<file path="src/sv/carpid_pkg.sv">
// ----------------------------------------------------------------------------
// carpid_pkg
// Shared types, constants and helpers for the cascaded attitude/rate PID block.
// ----------------------------------------------------------------------------
`default_nettype none

package carpid_pkg;

   localparam int DATA_WIDTH_DEF = 16;

   localparam int FIELD_W    = 16;
   localparam int CSR_W      = 48;
   localparam int MODE_W     = 33;
   localparam int CSR_IDX_W  = 3;
   localparam int REQ_DATA_W = 9 * FIELD_W;
   localparam int RSP_DATA_W = 6 * FIELD_W;

   // state memory address is {kind, axis}
   localparam int STATE_ADDR_W = 4;

   // outer loop limits, Q3.12
   localparam logic [FIELD_W-1:0] ANG_45   = 16'd3217;
   localparam logic [FIELD_W-1:0] RATE_220 = 16'd15728;
   localparam logic [FIELD_W-1:0] RATE_200 = 16'd14298;

   localparam logic [CSR_IDX_W-1:0] CSR_ATT_GAINS        = 3'd0;
   localparam logic [CSR_IDX_W-1:0] CSR_RATE_KP          = 3'd1;
   localparam logic [CSR_IDX_W-1:0] CSR_RATE_KI_DT       = 3'd2;
   localparam logic [CSR_IDX_W-1:0] CSR_RATE_KD_PER_DT   = 3'd3;
   localparam logic [CSR_IDX_W-1:0] CSR_INTEG_LIMITS     = 3'd4;
   localparam logic [CSR_IDX_W-1:0] CSR_TORQUE_LIMITS    = 3'd5;
   localparam logic [CSR_IDX_W-1:0] CSR_INERTIA_PER_DT   = 3'd6;
   localparam logic [CSR_IDX_W-1:0] CSR_FILTER_COMP_MODE = 3'd7;

   localparam logic [1:0] AXIS_ROLL  = 2'd0;
   localparam logic [1:0] AXIS_PITCH = 2'd1;
   localparam logic [1:0] AXIS_YAW   = 2'd2;

   typedef enum logic [1:0] {
      KIND_INTEG,
      KIND_FILT,
      KIND_PFILT,
      KIND_PRC
   } state_kind_type;

   typedef struct packed {
      logic [CSR_W-1:0]  att_gains;
      logic [CSR_W-1:0]  rate_kp;
      logic [CSR_W-1:0]  rate_ki_dt;
      logic [CSR_W-1:0]  rate_kd_per_dt;
      logic [CSR_W-1:0]  integ_limits;
      logic [CSR_W-1:0]  torque_limits;
      logic [CSR_W-1:0]  inertia_per_dt;
      logic [MODE_W-1:0] filter_comp_mode;
   } cfg_type;

   typedef struct packed {
      logic start;
      logic take;
      logic clear;
   } seq_ctrl_type;

   // multiplier operand width: widest difference fed to the shared multiplier
   function automatic int mul_x_width(input int dw);
      return (dw + 1 > 17) ? dw + 1 : 17;
   endfunction

   // rounded product width: operand plus 17-bit gain and one rounding carry bit, less twelve fraction bits
   function automatic int mul_res_width(input int dw);
      return mul_x_width(dw) + 6;
   endfunction

   // pick one axis lane out of a roll/pitch/yaw packed word
   function automatic logic [FIELD_W-1:0] lane16(input logic [CSR_W-1:0] r,
                                                 input logic [1:0] axis);
      logic [FIELD_W-1:0] v;
      case (axis)
         AXIS_ROLL:  v = r[15:0];
         AXIS_PITCH: v = r[31:16];
         default:    v = r[47:32];
      endcase
      return v;
   endfunction

endpackage

`default_nettype wire

</file>
<file path="src/sv/carpid_state_ram.sv">
// ----------------------------------------------------------------------------
// carpid_state_ram
// Controller state memory: one write and one registered read per cycle.
// Entries not written since reset read as zero.
// ----------------------------------------------------------------------------
`default_nettype none

module carpid_state_ram
   import carpid_pkg::*;
#(
   parameter int DATA_WIDTH = DATA_WIDTH_DEF
) (
   input  wire                          clock,
   input  wire                          reset,
   input  wire                          wr_en,
   input  wire  [STATE_ADDR_W-1:0]      wr_addr,
   input  wire  [DATA_WIDTH-1:0]        wr_data,
   input  wire  [STATE_ADDR_W-1:0]      rd_addr,
   output logic [DATA_WIDTH-1:0]        rd_data
);

   localparam int DEPTH = 2 ** STATE_ADDR_W;

   logic [DATA_WIDTH-1:0] mem [DEPTH];
   logic [DEPTH-1:0]      valid_ff;
   logic [DATA_WIDTH-1:0] rd_data_ff;

   always_ff @(posedge clock) begin
      if (reset) begin
         valid_ff <= '0;
      end else if (wr_en) begin
         valid_ff[wr_addr] <= 1'b1;
      end
   end

   always_ff @(posedge clock) begin
      if (wr_en) begin
         mem[wr_addr] <= wr_data;
      end
      rd_data_ff <= valid_ff[rd_addr] ? mem[rd_addr] : '0;
   end

   assign rd_data = rd_data_ff;

endmodule

`default_nettype wire

</file>
<file path="src/sv/carpid_mul_round.sv">
// ----------------------------------------------------------------------------
// carpid_mul_round
// Shared gain multiplier: registered product of an unsigned 16-bit factor and
// a signed operand, rounded half up by 12 or 16 fraction bits on the way out.
// ----------------------------------------------------------------------------
`default_nettype none

module carpid_mul_round
   import carpid_pkg::*;
#(
   parameter int DATA_WIDTH = DATA_WIDTH_DEF
) (
   input  wire                                           clock,
   input  wire  [FIELD_W-1:0]                            k,
   input  wire  signed [mul_x_width(DATA_WIDTH)-1:0]     x,
   input  wire                                           shift16,
   output logic signed [mul_res_width(DATA_WIDTH)-1:0]   result
);

   localparam int XW = mul_x_width(DATA_WIDTH);
   localparam int PW = XW + FIELD_W + 1;
   localparam int MW = mul_res_width(DATA_WIDTH);

   localparam logic signed [PW:0] RND12 = {{(PW - 11){1'b0}}, 1'b1, {11{1'b0}}};
   localparam logic signed [PW:0] RND16 = {{(PW - 15){1'b0}}, 1'b1, {15{1'b0}}};

   logic signed [PW-1:0] prod_ff;
   logic                 shift16_ff;
   logic signed [PW:0]   sum;
   logic signed [PW:0]   shifted;

   always_ff @(posedge clock) begin
      prod_ff    <= $signed({1'b0, k}) * x;
      shift16_ff <= shift16;
   end

   always_comb begin
      sum     = $signed({prod_ff[PW-1], prod_ff}) + (shift16_ff ? RND16 : RND12);
      shifted = shift16_ff ? (sum >>> 16) : (sum >>> 12);
      result  = MW'(shifted);
   end

endmodule

`default_nettype wire

</file>
<file path="src/sv/carpid_seq.sv">
// ----------------------------------------------------------------------------
// carpid_seq
// Per-axis sequencer: reads the axis state from memory, runs every gain
// product through the shared multiplier, writes the updated state back.
// ----------------------------------------------------------------------------
`default_nettype none

module carpid_seq
   import carpid_pkg::*;
#(
   parameter int DATA_WIDTH = DATA_WIDTH_DEF
) (
   input  wire                                           clock,
   input  wire                                           reset,
   input  wire  seq_ctrl_type                            ctrl,
   input  wire  cfg_type                                 cfg,
   input  wire  [REQ_DATA_W-1:0]                         in_data,
   output logic                                          done,
   output logic [RSP_DATA_W-1:0]                         result,
   output logic                                          wr_en,
   output logic [STATE_ADDR_W-1:0]                       wr_addr,
   output logic [DATA_WIDTH-1:0]                         wr_data,
   output logic [STATE_ADDR_W-1:0]                       rd_addr,
   input  wire  [DATA_WIDTH-1:0]                         rd_data,
   output logic [FIELD_W-1:0]                            mul_k,
   output logic signed [mul_x_width(DATA_WIDTH)-1:0]     mul_x,
   output logic                                          mul_shift16,
   input  wire  signed [mul_res_width(DATA_WIDTH)-1:0]   mul_result
);

   localparam int DW = DATA_WIDTH;
   localparam int XW = mul_x_width(DATA_WIDTH);
   localparam int MW = mul_res_width(DATA_WIDTH);
   localparam int AW = MW + 2;

   localparam logic signed [DW-1:0] HI_D = {1'b0, {(DW - 1){1'b1}}};
   localparam logic signed [DW-1:0] LO_D = ~HI_D;
   localparam logic signed [AW-1:0] HI_W = AW'(HI_D);
   localparam logic signed [AW-1:0] LO_W = AW'(LO_D);

   typedef enum logic [3:0] {
      S_IDLE,
      S_ORATE,
      S_FILT,
      S_PROP,
      S_DERIV,
      S_INTEG,
      S_FFWD,
      S_TORQUE,
      S_HYBRID,
      S_COMP,
      S_STORE,
      S_HOLD
   } seq_state_type;

   function automatic logic signed [DW-1:0] sat(input logic signed [AW-1:0] v);
      logic signed [DW-1:0] r;
      if (v > HI_W) begin
         r = HI_D;
      end else if (v < LO_W) begin
         r = LO_D;
      end else begin
         r = DW'(v);
      end
      return r;
   endfunction

   function automatic logic signed [AW-1:0] clampsym(input logic signed [AW-1:0] v,
                                                     input logic [FIELD_W-1:0] lim);
      logic signed [AW-1:0] lim_w;
      logic signed [AW-1:0] r;
      lim_w = signed'(AW'(lim));
      if (v > lim_w) begin
         r = lim_w;
      end else if (v < -lim_w) begin
         r = -lim_w;
      end else begin
         r = v;
      end
      return r;
   endfunction

   function automatic logic signed [AW-1:0] ext_dw(input logic signed [DW-1:0] v);
      return AW'(v);
   endfunction

   function automatic logic signed [AW-1:0] ext_16(input logic signed [FIELD_W-1:0] v);
      return AW'(v);
   endfunction

   seq_state_type state_ff, state_in;
   logic [1:0]    axis_ff, axis_in;

   logic signed [DW-1:0] f_ff, f_in;
   logic signed [DW-1:0] pf_ff, pf_in;
   logic signed [DW-1:0] i_ff, i_in;
   logic signed [DW-1:0] prc_ff, prc_in;
   logic signed [DW-1:0] t_ff, t_in;
   logic signed [MW:0]   acc_ff, acc_in;
   logic signed [MW-1:0] ff_ff, ff_in;
   logic [FIELD_W-1:0]   orate_ff [3];
   logic [FIELD_W-1:0]   orate_in [3];
   logic [FIELD_W-1:0]   torque_ff [3];
   logic [FIELD_W-1:0]   torque_in [3];

   logic signed [FIELD_W-1:0] att, meas, cmd;
   logic signed [AW-1:0]      att_c;
   logic signed [DW-1:0]      err;
   logic signed [DW-1:0]      rd_clr;
   logic signed [AW-1:0]      res_w;
   logic                      hybrid;

   always_comb begin
      att    = signed'(lane16(in_data[47:0], axis_ff));
      meas   = signed'(lane16(in_data[95:48], axis_ff));
      cmd    = signed'(lane16(in_data[143:96], axis_ff));
      // yaw error is already wrapped, only roll and pitch get the 45 degree clamp
      att_c  = (axis_ff == AXIS_YAW) ? ext_16(att) : clampsym(ext_16(att), ANG_45);
      err    = sat(ext_16(cmd) - ext_16(meas));
      rd_clr = ctrl.clear ? '0 : signed'(rd_data);
      res_w  = AW'(mul_result);
      hybrid = cfg.filter_comp_mode[32];
   end

   always_comb begin
      state_in    = state_ff;
      axis_in     = axis_ff;
      f_in        = f_ff;
      pf_in       = pf_ff;
      i_in        = i_ff;
      prc_in      = prc_ff;
      t_in        = t_ff;
      acc_in      = acc_ff;
      ff_in       = ff_ff;
      orate_in    = orate_ff;
      torque_in   = torque_ff;
      wr_en       = 1'b0;
      wr_addr     = {KIND_FILT, axis_ff};
      wr_data     = f_ff;
      rd_addr     = {KIND_FILT, axis_ff};
      mul_k       = '0;
      mul_x       = '0;
      mul_shift16 = 1'b0;

      case (state_ff)
         S_IDLE: begin
            if (ctrl.start) begin
               axis_in  = AXIS_ROLL;
               state_in = S_ORATE;
            end
         end
         S_ORATE: begin
            rd_addr  = {KIND_FILT, axis_ff};
            mul_k    = lane16(cfg.att_gains, axis_ff);
            mul_x    = XW'(att_c);
            state_in = S_FILT;
         end
         S_FILT: begin
            f_in        = rd_clr;
            rd_addr     = {KIND_PFILT, axis_ff};
            mul_k       = cfg.filter_comp_mode[15:0];
            mul_x       = XW'(ext_dw(err) - ext_dw(rd_clr));
            mul_shift16 = 1'b1;
            orate_in[axis_ff] = FIELD_W'(sat(clampsym(res_w,
               (axis_ff == AXIS_YAW) ? RATE_200 : RATE_220)));
            state_in    = S_PROP;
         end
         S_PROP: begin
            pf_in    = rd_clr;
            rd_addr  = {KIND_INTEG, axis_ff};
            f_in     = sat(ext_dw(f_ff) + res_w);
            wr_en    = 1'b1;
            wr_addr  = {KIND_FILT, axis_ff};
            wr_data  = f_in;
            mul_k    = lane16(cfg.rate_kp, axis_ff);
            mul_x    = XW'(err);
            state_in = S_DERIV;
         end
         S_DERIV: begin
            i_in     = rd_clr;
            rd_addr  = {KIND_PRC, axis_ff};
            acc_in   = (MW + 1)'(mul_result);
            wr_en    = 1'b1;
            wr_addr  = {KIND_PFILT, axis_ff};
            wr_data  = f_ff;
            mul_k    = lane16(cfg.rate_kd_per_dt, axis_ff);
            mul_x    = XW'(ext_dw(f_ff) - ext_dw(pf_ff));
            state_in = S_INTEG;
         end
         S_INTEG: begin
            // rate command history survives a clear
            prc_in   = signed'(rd_data);
            acc_in   = (MW + 1)'(AW'(acc_ff) + res_w);
            mul_k    = lane16(cfg.rate_ki_dt, axis_ff);
            mul_x    = XW'(err);
            state_in = S_FFWD;
         end
         S_FFWD: begin
            i_in     = sat(clampsym(ext_dw(i_ff) + res_w,
                                    lane16(cfg.integ_limits, axis_ff)));
            wr_en    = 1'b1;
            wr_addr  = {KIND_INTEG, axis_ff};
            wr_data  = i_in;
            mul_k    = lane16(cfg.inertia_per_dt, axis_ff);
            mul_x    = XW'(ext_16(cmd) - ext_dw(prc_ff));
            state_in = S_TORQUE;
         end
         S_TORQUE: begin
            t_in     = sat(clampsym(AW'(acc_ff) + ext_dw(i_ff),
                                    lane16(cfg.torque_limits, axis_ff)));
            ff_in    = mul_result;
            state_in = S_HYBRID;
         end
         S_HYBRID: begin
            if (hybrid) begin
               t_in    = sat(ext_dw(t_ff) + AW'(ff_ff));
               wr_en   = 1'b1;
               wr_addr = {KIND_PRC, axis_ff};
               wr_data = sat(ext_16(cmd));
            end
            state_in = S_COMP;
         end
         S_COMP: begin
            mul_k    = cfg.filter_comp_mode[31:16];
            mul_x    = XW'(t_ff);
            state_in = S_STORE;
         end
         S_STORE: begin
            torque_in[axis_ff] = FIELD_W'(sat(res_w));
            if (axis_ff == AXIS_YAW) begin
               state_in = S_HOLD;
            end else begin
               axis_in  = axis_ff + 2'd1;
               state_in = S_ORATE;
            end
         end
         S_HOLD: begin
            if (ctrl.take) begin
               state_in = S_IDLE;
            end
         end
         default: begin
            state_in = S_IDLE;
         end
      endcase
   end

   always_ff @(posedge clock) begin
      if (reset) begin
         state_ff <= S_IDLE;
         axis_ff  <= AXIS_ROLL;
      end else begin
         state_ff <= state_in;
         axis_ff  <= axis_in;
      end
      f_ff      <= f_in;
      pf_ff     <= pf_in;
      i_ff      <= i_in;
      prc_ff    <= prc_in;
      t_ff      <= t_in;
      acc_ff    <= acc_in;
      ff_ff     <= ff_in;
      orate_ff  <= orate_in;
      torque_ff <= torque_in;
   end

   assign done   = (state_ff == S_HOLD);
   assign result = {orate_ff[2], orate_ff[1], orate_ff[0],
                    torque_ff[2], torque_ff[1], torque_ff[0]};

endmodule

`default_nettype wire

</file>
<file path="src/sv/cascaded_attitude_rate_pid_top.sv">
// ----------------------------------------------------------------------------
// cascaded_attitude_rate_pid_top
// Cascaded attitude/rate PID controller, one control tick per request item.
// Ten sequencer steps per axis, roll then pitch then yaw, then the output register.
// A new request is taken only once the last item has moved to the output register,
// as every axis step goes through the single shared multiplier and one-read/one-write state memory.
// Reset: synchronous; configuration registers and controller state read as zero afterwards.
// ----------------------------------------------------------------------------
`default_nettype none

module cascaded_attitude_rate_pid_top
   import carpid_pkg::*;
#(
   parameter int DATA_WIDTH = DATA_WIDTH_DEF
) (
   input  wire                     clock,
   input  wire                     reset,
   input  wire                     req_tvalid,
   output logic                    req_tready,
   // att_err_roll, att_err_pitch, att_err_yaw, rate_roll, rate_pitch, rate_yaw,
   // cmd_roll, cmd_pitch, cmd_yaw
   input  wire  [REQ_DATA_W-1:0]   req_tdata,
   // clear_integrators
   input  wire  [0:0]              req_tuser,
   output logic                    rsp_tvalid,
   input  wire                     rsp_tready,
   // torque_roll, torque_pitch, torque_yaw,
   // outer_rate_roll, outer_rate_pitch, outer_rate_yaw
   output logic [RSP_DATA_W-1:0]   rsp_tdata,
   input  wire                     csr_we,
   input  wire  [CSR_IDX_W-1:0]    csr_index,
   input  wire  [CSR_W-1:0]        csr_wdata
);

   localparam int XW = mul_x_width(DATA_WIDTH);
   localparam int MW = mul_res_width(DATA_WIDTH);

   cfg_type               cfg_ff;
   logic [REQ_DATA_W-1:0] in_data_ff;
   logic                  clear_ff;
   logic                  busy_ff;
   logic                  rsp_tvalid_ff;
   logic [RSP_DATA_W-1:0] rsp_tdata_ff;

   seq_ctrl_type          ctrl;
   logic                  accept;
   logic                  seq_done;
   logic [RSP_DATA_W-1:0] seq_result;

   logic                    wr_en;
   logic [STATE_ADDR_W-1:0] wr_addr;
   logic [DATA_WIDTH-1:0]   wr_data;
   logic [STATE_ADDR_W-1:0] rd_addr;
   logic [DATA_WIDTH-1:0]   rd_data;

   logic [FIELD_W-1:0]    mul_k;
   logic signed [XW-1:0]  mul_x;
   logic                  mul_shift16;
   logic signed [MW-1:0]  mul_result;

   assign req_tready = ~busy_ff;
   assign accept     = req_tvalid & ~busy_ff;

   always_comb begin
      ctrl.start = accept;
      // finished item moves out once the output register is free
      ctrl.take  = seq_done & (~rsp_tvalid_ff | rsp_tready);
      ctrl.clear = clear_ff;
   end

   always_ff @(posedge clock) begin
      if (reset) begin
         cfg_ff <= '0;
      end else if (csr_we) begin
         case (csr_index)
            CSR_ATT_GAINS:        cfg_ff.att_gains        <= csr_wdata;
            CSR_RATE_KP:          cfg_ff.rate_kp          <= csr_wdata;
            CSR_RATE_KI_DT:       cfg_ff.rate_ki_dt       <= csr_wdata;
            CSR_RATE_KD_PER_DT:   cfg_ff.rate_kd_per_dt   <= csr_wdata;
            CSR_INTEG_LIMITS:     cfg_ff.integ_limits     <= csr_wdata;
            CSR_TORQUE_LIMITS:    cfg_ff.torque_limits    <= csr_wdata;
            CSR_INERTIA_PER_DT:   cfg_ff.inertia_per_dt   <= csr_wdata;
            CSR_FILTER_COMP_MODE: cfg_ff.filter_comp_mode <= csr_wdata[MODE_W-1:0];
            default: begin
            end
         endcase
      end
   end

   always_ff @(posedge clock) begin
      if (reset) begin
         busy_ff       <= 1'b0;
         rsp_tvalid_ff <= 1'b0;
      end else begin
         if (accept) begin
            busy_ff <= 1'b1;
         end else if (ctrl.take) begin
            busy_ff <= 1'b0;
         end
         if (ctrl.take) begin
            rsp_tvalid_ff <= 1'b1;
         end else if (rsp_tready) begin
            rsp_tvalid_ff <= 1'b0;
         end
      end
      if (accept) begin
         in_data_ff <= req_tdata;
         clear_ff   <= req_tuser[0];
      end
      if (ctrl.take) begin
         rsp_tdata_ff <= seq_result;
      end
   end

   assign rsp_tvalid = rsp_tvalid_ff;
   assign rsp_tdata  = rsp_tdata_ff;

   carpid_state_ram #(
      .DATA_WIDTH (DATA_WIDTH)
   ) u_state_ram (
      .clock   (clock),
      .reset   (reset),
      .wr_en   (wr_en),
      .wr_addr (wr_addr),
      .wr_data (wr_data),
      .rd_addr (rd_addr),
      .rd_data (rd_data)
   );

   carpid_mul_round #(
      .DATA_WIDTH (DATA_WIDTH)
   ) u_mul_round (
      .clock   (clock),
      .k       (mul_k),
      .x       (mul_x),
      .shift16 (mul_shift16),
      .result  (mul_result)
   );

   carpid_seq #(
      .DATA_WIDTH (DATA_WIDTH)
   ) u_seq (
      .clock       (clock),
      .reset       (reset),
      .ctrl        (ctrl),
      .cfg         (cfg_ff),
      .in_data     (in_data_ff),
      .done        (seq_done),
      .result      (seq_result),
      .wr_en       (wr_en),
      .wr_addr     (wr_addr),
      .wr_data     (wr_data),
      .rd_addr     (rd_addr),
      .rd_data     (rd_data),
      .mul_k       (mul_k),
      .mul_x       (mul_x),
      .mul_shift16 (mul_shift16),
      .mul_result  (mul_result)
   );

endmodule

`default_nettype wire
</file>
<file path="config.mk">
export PLATFORM = sky130hd
export DESIGN_NAME = cascaded_attitude_rate_pid_top
export DESIGN_NICKNAME = d
export VERILOG_FILES = /design/src/sv/carpid_pkg.sv /design/src/sv/carpid_state_ram.sv /design/src/sv/carpid_mul_round.sv /design/src/sv/carpid_seq.sv /design/src/sv/cascaded_attitude_rate_pid_top.sv
export SDC_FILE = /design/constraint.sdc
export NUM_CORES = 2
export LEC_CHECK = 0
export ABC_AREA = 1
export BUFFER_PORTS_ARGS = -buffer_cell sky130_fd_sc_hd__buf_2
export CORE_ASPECT_RATIO = 1.1
export CORE_MARGIN = 1.5
export CORE_UTILIZATION = 40
export CTS_BUF_LIST = sky130_fd_sc_hd__clkbuf_4
export CTS_CLUSTER_DIAMETER = 200
export DETAILED_ROUTE_END_ITERATION = 8
export PLACE_DENSITY = 0.56
export SLEW_MARGIN = 20
export SYNTH_ARGS = -nofsm -noshare
export SYNTH_HDL_FRONTEND = slang
export SYNTH_SLANG_ARGS = --single-unit
</file>
<file path="constraint.sdc">
create_clock -name clock -period 31.2 [get_ports clock]
set_input_delay 9.36 -clock clock [delete_from_list [all_inputs] [get_ports clock]]
set_output_delay 9.36 -clock clock [all_outputs]
set_load 0.005 [all_outputs]
</file>
After elaboration in Yosys (flattened, before gate mapping)
Memory sizes are Yosys's and may differ from the RTL's. A register that Yosys moved wholly into a read port is not among the register bits.
Cells that the tools add are included.
{ "classes": {"n_lt_le_gt_ge": 29, "muxes": 82, "n_mul": 1, "n_bitwise": 7, "n_eq_ne": 24, "n_addsub": 14, "n_reduce_logical": 26} }
{ "op_table": {"columns": ["operator", "n"], "rows": [
  ["$pmux W16 S2", 13],
  ["$mux W16", 25],
  ["$mux W25", 9],
  ["$gt A25 B16 Y1 const B", 6],
  ["$lt A25 B16 Y1 const B", 6],
  ["$pmux W16 S7", 1],
  ["$pmux W17 S6", 1],
  ["$bwmux W48", 2],
  ["$neg A16 Y25", 3],
  ["$add A16 B23 Y24", 3],
  ["$sub A16 B16 Y17", 4],
  ["$mux W17", 3],
  ["$gt A25 B17 Y1", 2],
  ["$lt A25 B25 Y1", 2],
  ["$pmux W16 S3", 1],
  ["$pmux W24 S2", 1],
  ["$pmux W4 S12", 1],
  ["$add A34 B17 Y35", 1],
  ["$mul A17 B17 Y34", 1],
  ["$demux W16 S2", 1],
  ["$add A24 B16 Y25", 1],
  ["$lt A23 B25 Y1", 1],
  ["$add A24 B23 Y24", 1],
  ["$pmux W4 S3", 2],
  ["other kinds (46)", 92]
]} }
{ "totals": {"ff_bits": 892, "word_cells": 215, "ram_bits": 256, "inputBits": 201, "mem_count": 1} }
{ "mem_list": {"columns": ["memory", "depth", "word_bits", "read_ports", "rd_clocked_by_memory_dff", "write_ports", "line", "source"], "rows": [
  ["u_state_ram.mem", 16, 16, 1, 1, 1, "carpid_state_ram.sv:24", "logic [DATA_WIDTH-1:0] mem [DEPTH];"]
]} }

Logic depth before layout (Yosys ltp)
{ "logic_depth": {"depth_word": 12, "mapped_depth": 70, "ltp_nobuf": 60} }

Hierarchy
Synthesis repeated with hierarchy kept, for this count alone.
{ "hier_totals": {"hier_cells": 9382, "hier_area_um2": 73573.1} }
{ "by_module_without_submodules": {"columns": ["mod", "n_inst", "cells_per_inst", "area_each_um2", "seq_area_each_um2"], "rows": [
  ["carpid_seq", 1, 4187, 28063.2, 6816.5],
  ["cascaded_attitude_rate_pid_top", 1, 2324, 21650.8, 14664.1],
  ["carpid_state_ram", 1, 1211, 12248.0, 8328.0],
  ["carpid_mul_round", 1, 1660, 11611.1, 480.5]
]} }

Worst setup path before layout
OpenSTA, ideal clock, no wires.
{ "synth_timing": {"path_kind": "input to register", "startpoint": "in rsp_tready", "endpoint": "reg rsp_tdata_ff[0] (netlist: rsp_tdata[0]), enable pin", "path_stages": 2, "slack_ps": 17242, "setup_time_ps": 552, "arrival_time_ps": 13406, "t_required_ps": 30648, "cell_sequence": "nor2_1 -> nor2_1"} }
{ "synth_lines": {"columns": ["element", "line", "source"], "rows": [
  ["from (decl)", "cascaded_attitude_rate_pid_top.sv:26", "input wire rsp_tready,"],
  ["to (signal assigned)", "cascaded_attitude_rate_pid_top.sv:111", "rsp_tdata_ff <= seq_result;"],
  ["to (decl)", "cascaded_attitude_rate_pid_top.sv:43", "logic [RSP_DATA_W-1:0] rsp_tdata_ff;"]
]} }

Final worst setup path
{ "layout_timing": {"startpoint": "reg u_seq.axis_ff[1]", "endpoint": "reg u_mul_round.prod_ff[29]"} }
{ "layout_between": {"elab_chain_len": 9, "elab_cells_between_ends": 26, "classes_between": "add/sub: 3; mul: 1; order compare: 4; eq/ne: 2; mux: 15; reduce/logical: 1"} }
{ "layout_rtl": {"columns": ["element", "line", "source"], "rows": [
  ["from (decl)", "carpid_seq.sv:92", "logic [1:0] axis_ff, axis_in;"],
  ["from (signal assigned)", "carpid_seq.sv:254", "axis_ff <= axis_in;"],
  ["$eq A2 B1 Y1 or $logic_not A2 Y1 (tied branches)", "carpid_pkg.sv:77", "case (axis)"],
  ["$pmux W16 S2", "carpid_pkg.sv:77", null],
  ["$sub A16 B16 Y17", "carpid_seq.sv:119", "err = sat(ext_16(cmd) - ext_16(meas));"],
  ["$lt A25 B16 Y1", "carpid_seq.sv:60", "end else if (v < LO_W) begin"],
  ["$mux W16", "carpid_seq.sv:60", null],
  ["$mux W16", "carpid_seq.sv:58", "if (v > HI_W) begin"],
  ["$sub A16 B16 Y17", "carpid_seq.sv:162", "mul_x = XW'(ext_dw(err) - ext_dw(rd_clr));"],
  ["$pmux W17 S6", "carpid_seq.sv:145", "case (state_ff)"],
  ["$mul A17 B17 Y34 *", "carpid_mul_round.sv:33", "prod_ff <= $signed({1'b0, k}) * x;"],
  ["to (signal assigned)", "carpid_mul_round.sv:33", null],
  ["to (decl)", "carpid_mul_round.sv:27", "logic signed [PW-1:0] prod_ff;"]
]} }
Mark *: on every way between the ends. The rest lies on a longest branch, timed or not.
A chain may end at the register's enable or synchronous reset.

==> results.md <==
* Sequential share of the synthesized area at 0.4422
* Status: finished, violations left
* Setup crit end kind: flip-flop
* ANT nets after route at 0
* Worst skew pair latency at 1.43 ns
* Crit path kind: reg2reg
* Buf/Inv on CP at 10
* Setup crit start kind: flip-flop
* Fin area at approximately 76,000 sq um
* Peak Freq at approximately 77 MHz
* CP max-delay cell: ha_4
* Maximum VDD drop at 71.79 uV
* Worst r2r path cells at 51
* Initial antenna violation count at 23
* Hold crit path type: reg2reg
* Worst relative slew slack at 0.2085
* Failing checks: design-rule violations
* R2R setup slack at 18.22 ns
* Slew @ Worst Pin at 1.182 ns
* # resized after CTS at 0
* Setup WS pre-CTS at 18.50 ns
* Setup TNS at 0 ns
* Cells after synthesis at 7,950
* Sw frac at 0.4707
* Synthesized cell area at 68,490 sq um
* Hold path depth at 0
* CP required at approximately 32 ns
* Max Root-Sink Buffers at 4
* Die ar. at 173,700 sq um
* DRT Pass-1 Iters at 9
* Cell Rows at 159
* DRT iter0 DRCs at 5,307
* Die W at a little under 400 um
* Final period util at 0.4162
* Register share of total power at 0.280
* Max-cap viol count at 0
* Layout cells sized above 1 at 0.1320
* Sw power at 3106 uW
* Final WS setup at 18.22 ns
* GRT Overall Usage at 0.2824
* Filler Cells Inserted at 17,090
* Most used cell along the critical path: nand2_1
* CTS tree: done
* Placed cell area at 72,400 sq um
* GP Congestion at 0.9687
* First-pass GRT wire length at 366.1 mm
* Post-Route WL at 249.3 mm
* Initial Utilization at 0.4022
* Number of synthesized flops with an enable pin at 720
* Post-synthesis register bit count at 1,153
* Pwr per Cell Area at 86.44 nW/um^2
* Num CTS Buffers at between 300 and 400
* Syn avg cell area at about 8.6 sq um
* Pint at 3494 uW
* Commonest non-fill, non-tap cell in the layout: nand2_1
* Pins Over Slew Limit at 0
* Post-synth ARST share at 0
* Vias per inst at 5.437
* Cell variety after synth at 87
* Vias in the first global route at 57,440
* Core Area at 170,300 sq um
* HPWL after DPL at roughly 180 mm
* Post-synth net total at about 8,800
* WL/cell at approximately 23 um
* Hold Fails Final Rpt at 0
* Nets at around 9,000
* CTS sink cnt at 1,153
* Ys flop type: edfxtp_1
* Unrepaired setup endpoints after global routing: false
* Clock slew at reported path FFs at 0.08 ns
* Clk root buf: clkbuf_4
* I/O Pins at 299
* Final hold slack at approximately 0.34 ns
* Vias at 58,810
* Fin Clk Skew at 0.1421 ns
* H-tree levels at 5
* Hold-fix buffers at CTS at 0
* Setup Viol. Count Final at 0
* Post-CTS Setup Bufs at 0
* CP top delay family: adder cells
* Layout area overhead at 11.48%
* P_leak at 0.03348 uW
* DR DRC count at 60
* Worst Path Arrival at 14.16 ns
* CP Depth at 51
* Grt ovf at 0
* Max incr delay on CP at 0.55 ns
* Crit-path max FO at 38
* Die Y at 437.0 um
* Number of synthesis warnings at 0
* Minimum clock period at 12.99 ns
* Largest net degree at the start of global routing at 283
* Clock Power Share at 0.206
* Most frequent cells in the layout: nand2_1, nor2_1, o21ai_0
* Comb pwr share at 0.515
* IO buf count at 298
logic make-up after synthesis:
group	count (synthesis)	synth area share
AND/OR/NAND/NOR	3119	0.1883
XOR/XNOR	158	0.02031
flip-flops	1153	0.4422
AO/OA/AOI/OAI	1718	0.1451
adder cells (fa/ha/maj)	620	0.1369
buffers and inverters	1182	0.06719
state kept, by name, summed over array words and instances (netlist names), 2 cells and up:
register              cells
rsp_tdata                96
u_seq.pf_ff              16
cfg_ff                  369
u_state_ram.mem         256
u_seq.t_ff               16
u_seq.ff_ff              23
in_data_ff              144
u_seq.i_ff               16
u_state_ram.rd_data      16
u_seq.acc_ff             24
u_seq.result             96
u_seq.state_ff            4
u_seq.prc_ff             16
u_seq.f_ff               16
u_seq.axis_ff             2
u_mul_round.prod_ff      23
u_state_ram.valid_ff     16
synthesized netlist by cell type (51+ instances only):
| library cell | instances | area, sq um |
|---|---|---|
| a21oi_1 | 398 | 1992 |
| a22o_1 | 51 | 446.7 |
| a31oi_1 | 60 | 375.4 |
| clkbuf_1 | 237 | 889.6 |
| dfxtp_1 | 433 | 8668 |
| edfxtp_1 | 720 | 21620 |
| fa_1 | 216 | 4324 |
| ha_1 | 404 | 5055 |
| inv_1 | 795 | 2984 |
| nand2_1 | 1416 | 5315 |
| nand3_1 | 238 | 1191 |
| nand4_1 | 68 | 425.4 |
| nor2_1 | 1194 | 4482 |
| nor3_1 | 55 | 275.3 |
| o211ai_1 | 65 | 488.0 |
| o21ai_0 | 797 | 3989 |
| o22ai_1 | 86 | 538.0 |
| xnor2_1 | 55 | 481.7 |
| xor2_1 | 102 | 893.4 |
cell type report:
cell class / count / area [sq um] / share of cell area
sequential: 1153 / 30290 / 0.3967
tap: 2254 / 2820 / 0.03693
multi-input combinational: 5615 / 33850 / 0.4433
antenna: 13 / 32.53 / 0.0004260
timing repair buffer: 402 / 2297 / 0.03008
clock inverter: 66 / 320.3 / 0.004195
clock buffer: 478 / 3588 / 0.04700
inverter: 836 / 3153 / 0.04129
power groups by stage:
stage	logic, uW	registers [uW]	clock network (uW)
floorplan	2300	1840	0
global placement	3340	1880	0
detailed placement	3350	1880	0
CTS	3370	1840	1390
global route	3750	1850	1470
finish	3400	1840	1360
metal layers:
layer	track usage	wire (um)	up-vias	part of all wire
met5	0	65	-	0.00026
met4	0.1095	9243	8	0.037
met3	0.04984	17620	411	0.071
met2	0.4626	117200	2311	0.47
met1	0.3695	105200	28340	0.42
li1	-	-	27740	-
worst register-to-register path: cells and delay by family, from the launching register on:
kind	cells	cell delay (ns)
compound gates	9	2.50
xor+xnor	1	0.17
fa+ha+maj	10	4.71
buf+inv	10	1.79
flops	1	0.33
simple gates	21	3.28
per-stage QoR:
stage	total power [uW]	util	cells
floorplan	4137	-	7950
global placement	5214	0.4252	10260
detailed placement	5226	0.4252	10260
CTS	6606	0.4481	10800
global route	7070	0.4483	10810
finish	6600	0.4484	10820
worst paths after layout:
path | start | endpoint
max | u_seq.axis_ff[1] | u_mul_round.prod_ff[29]
min reg2reg | u_state_ram.rd_data[11] | u_seq.prc_ff[11]
min | u_state_ram.rd_data[11] | u_seq.prc_ff[11]
max reg2reg | u_seq.axis_ff[1] | u_mul_round.prod_ff[29]
Note: power is estimated with default switching activity, not from simulation.
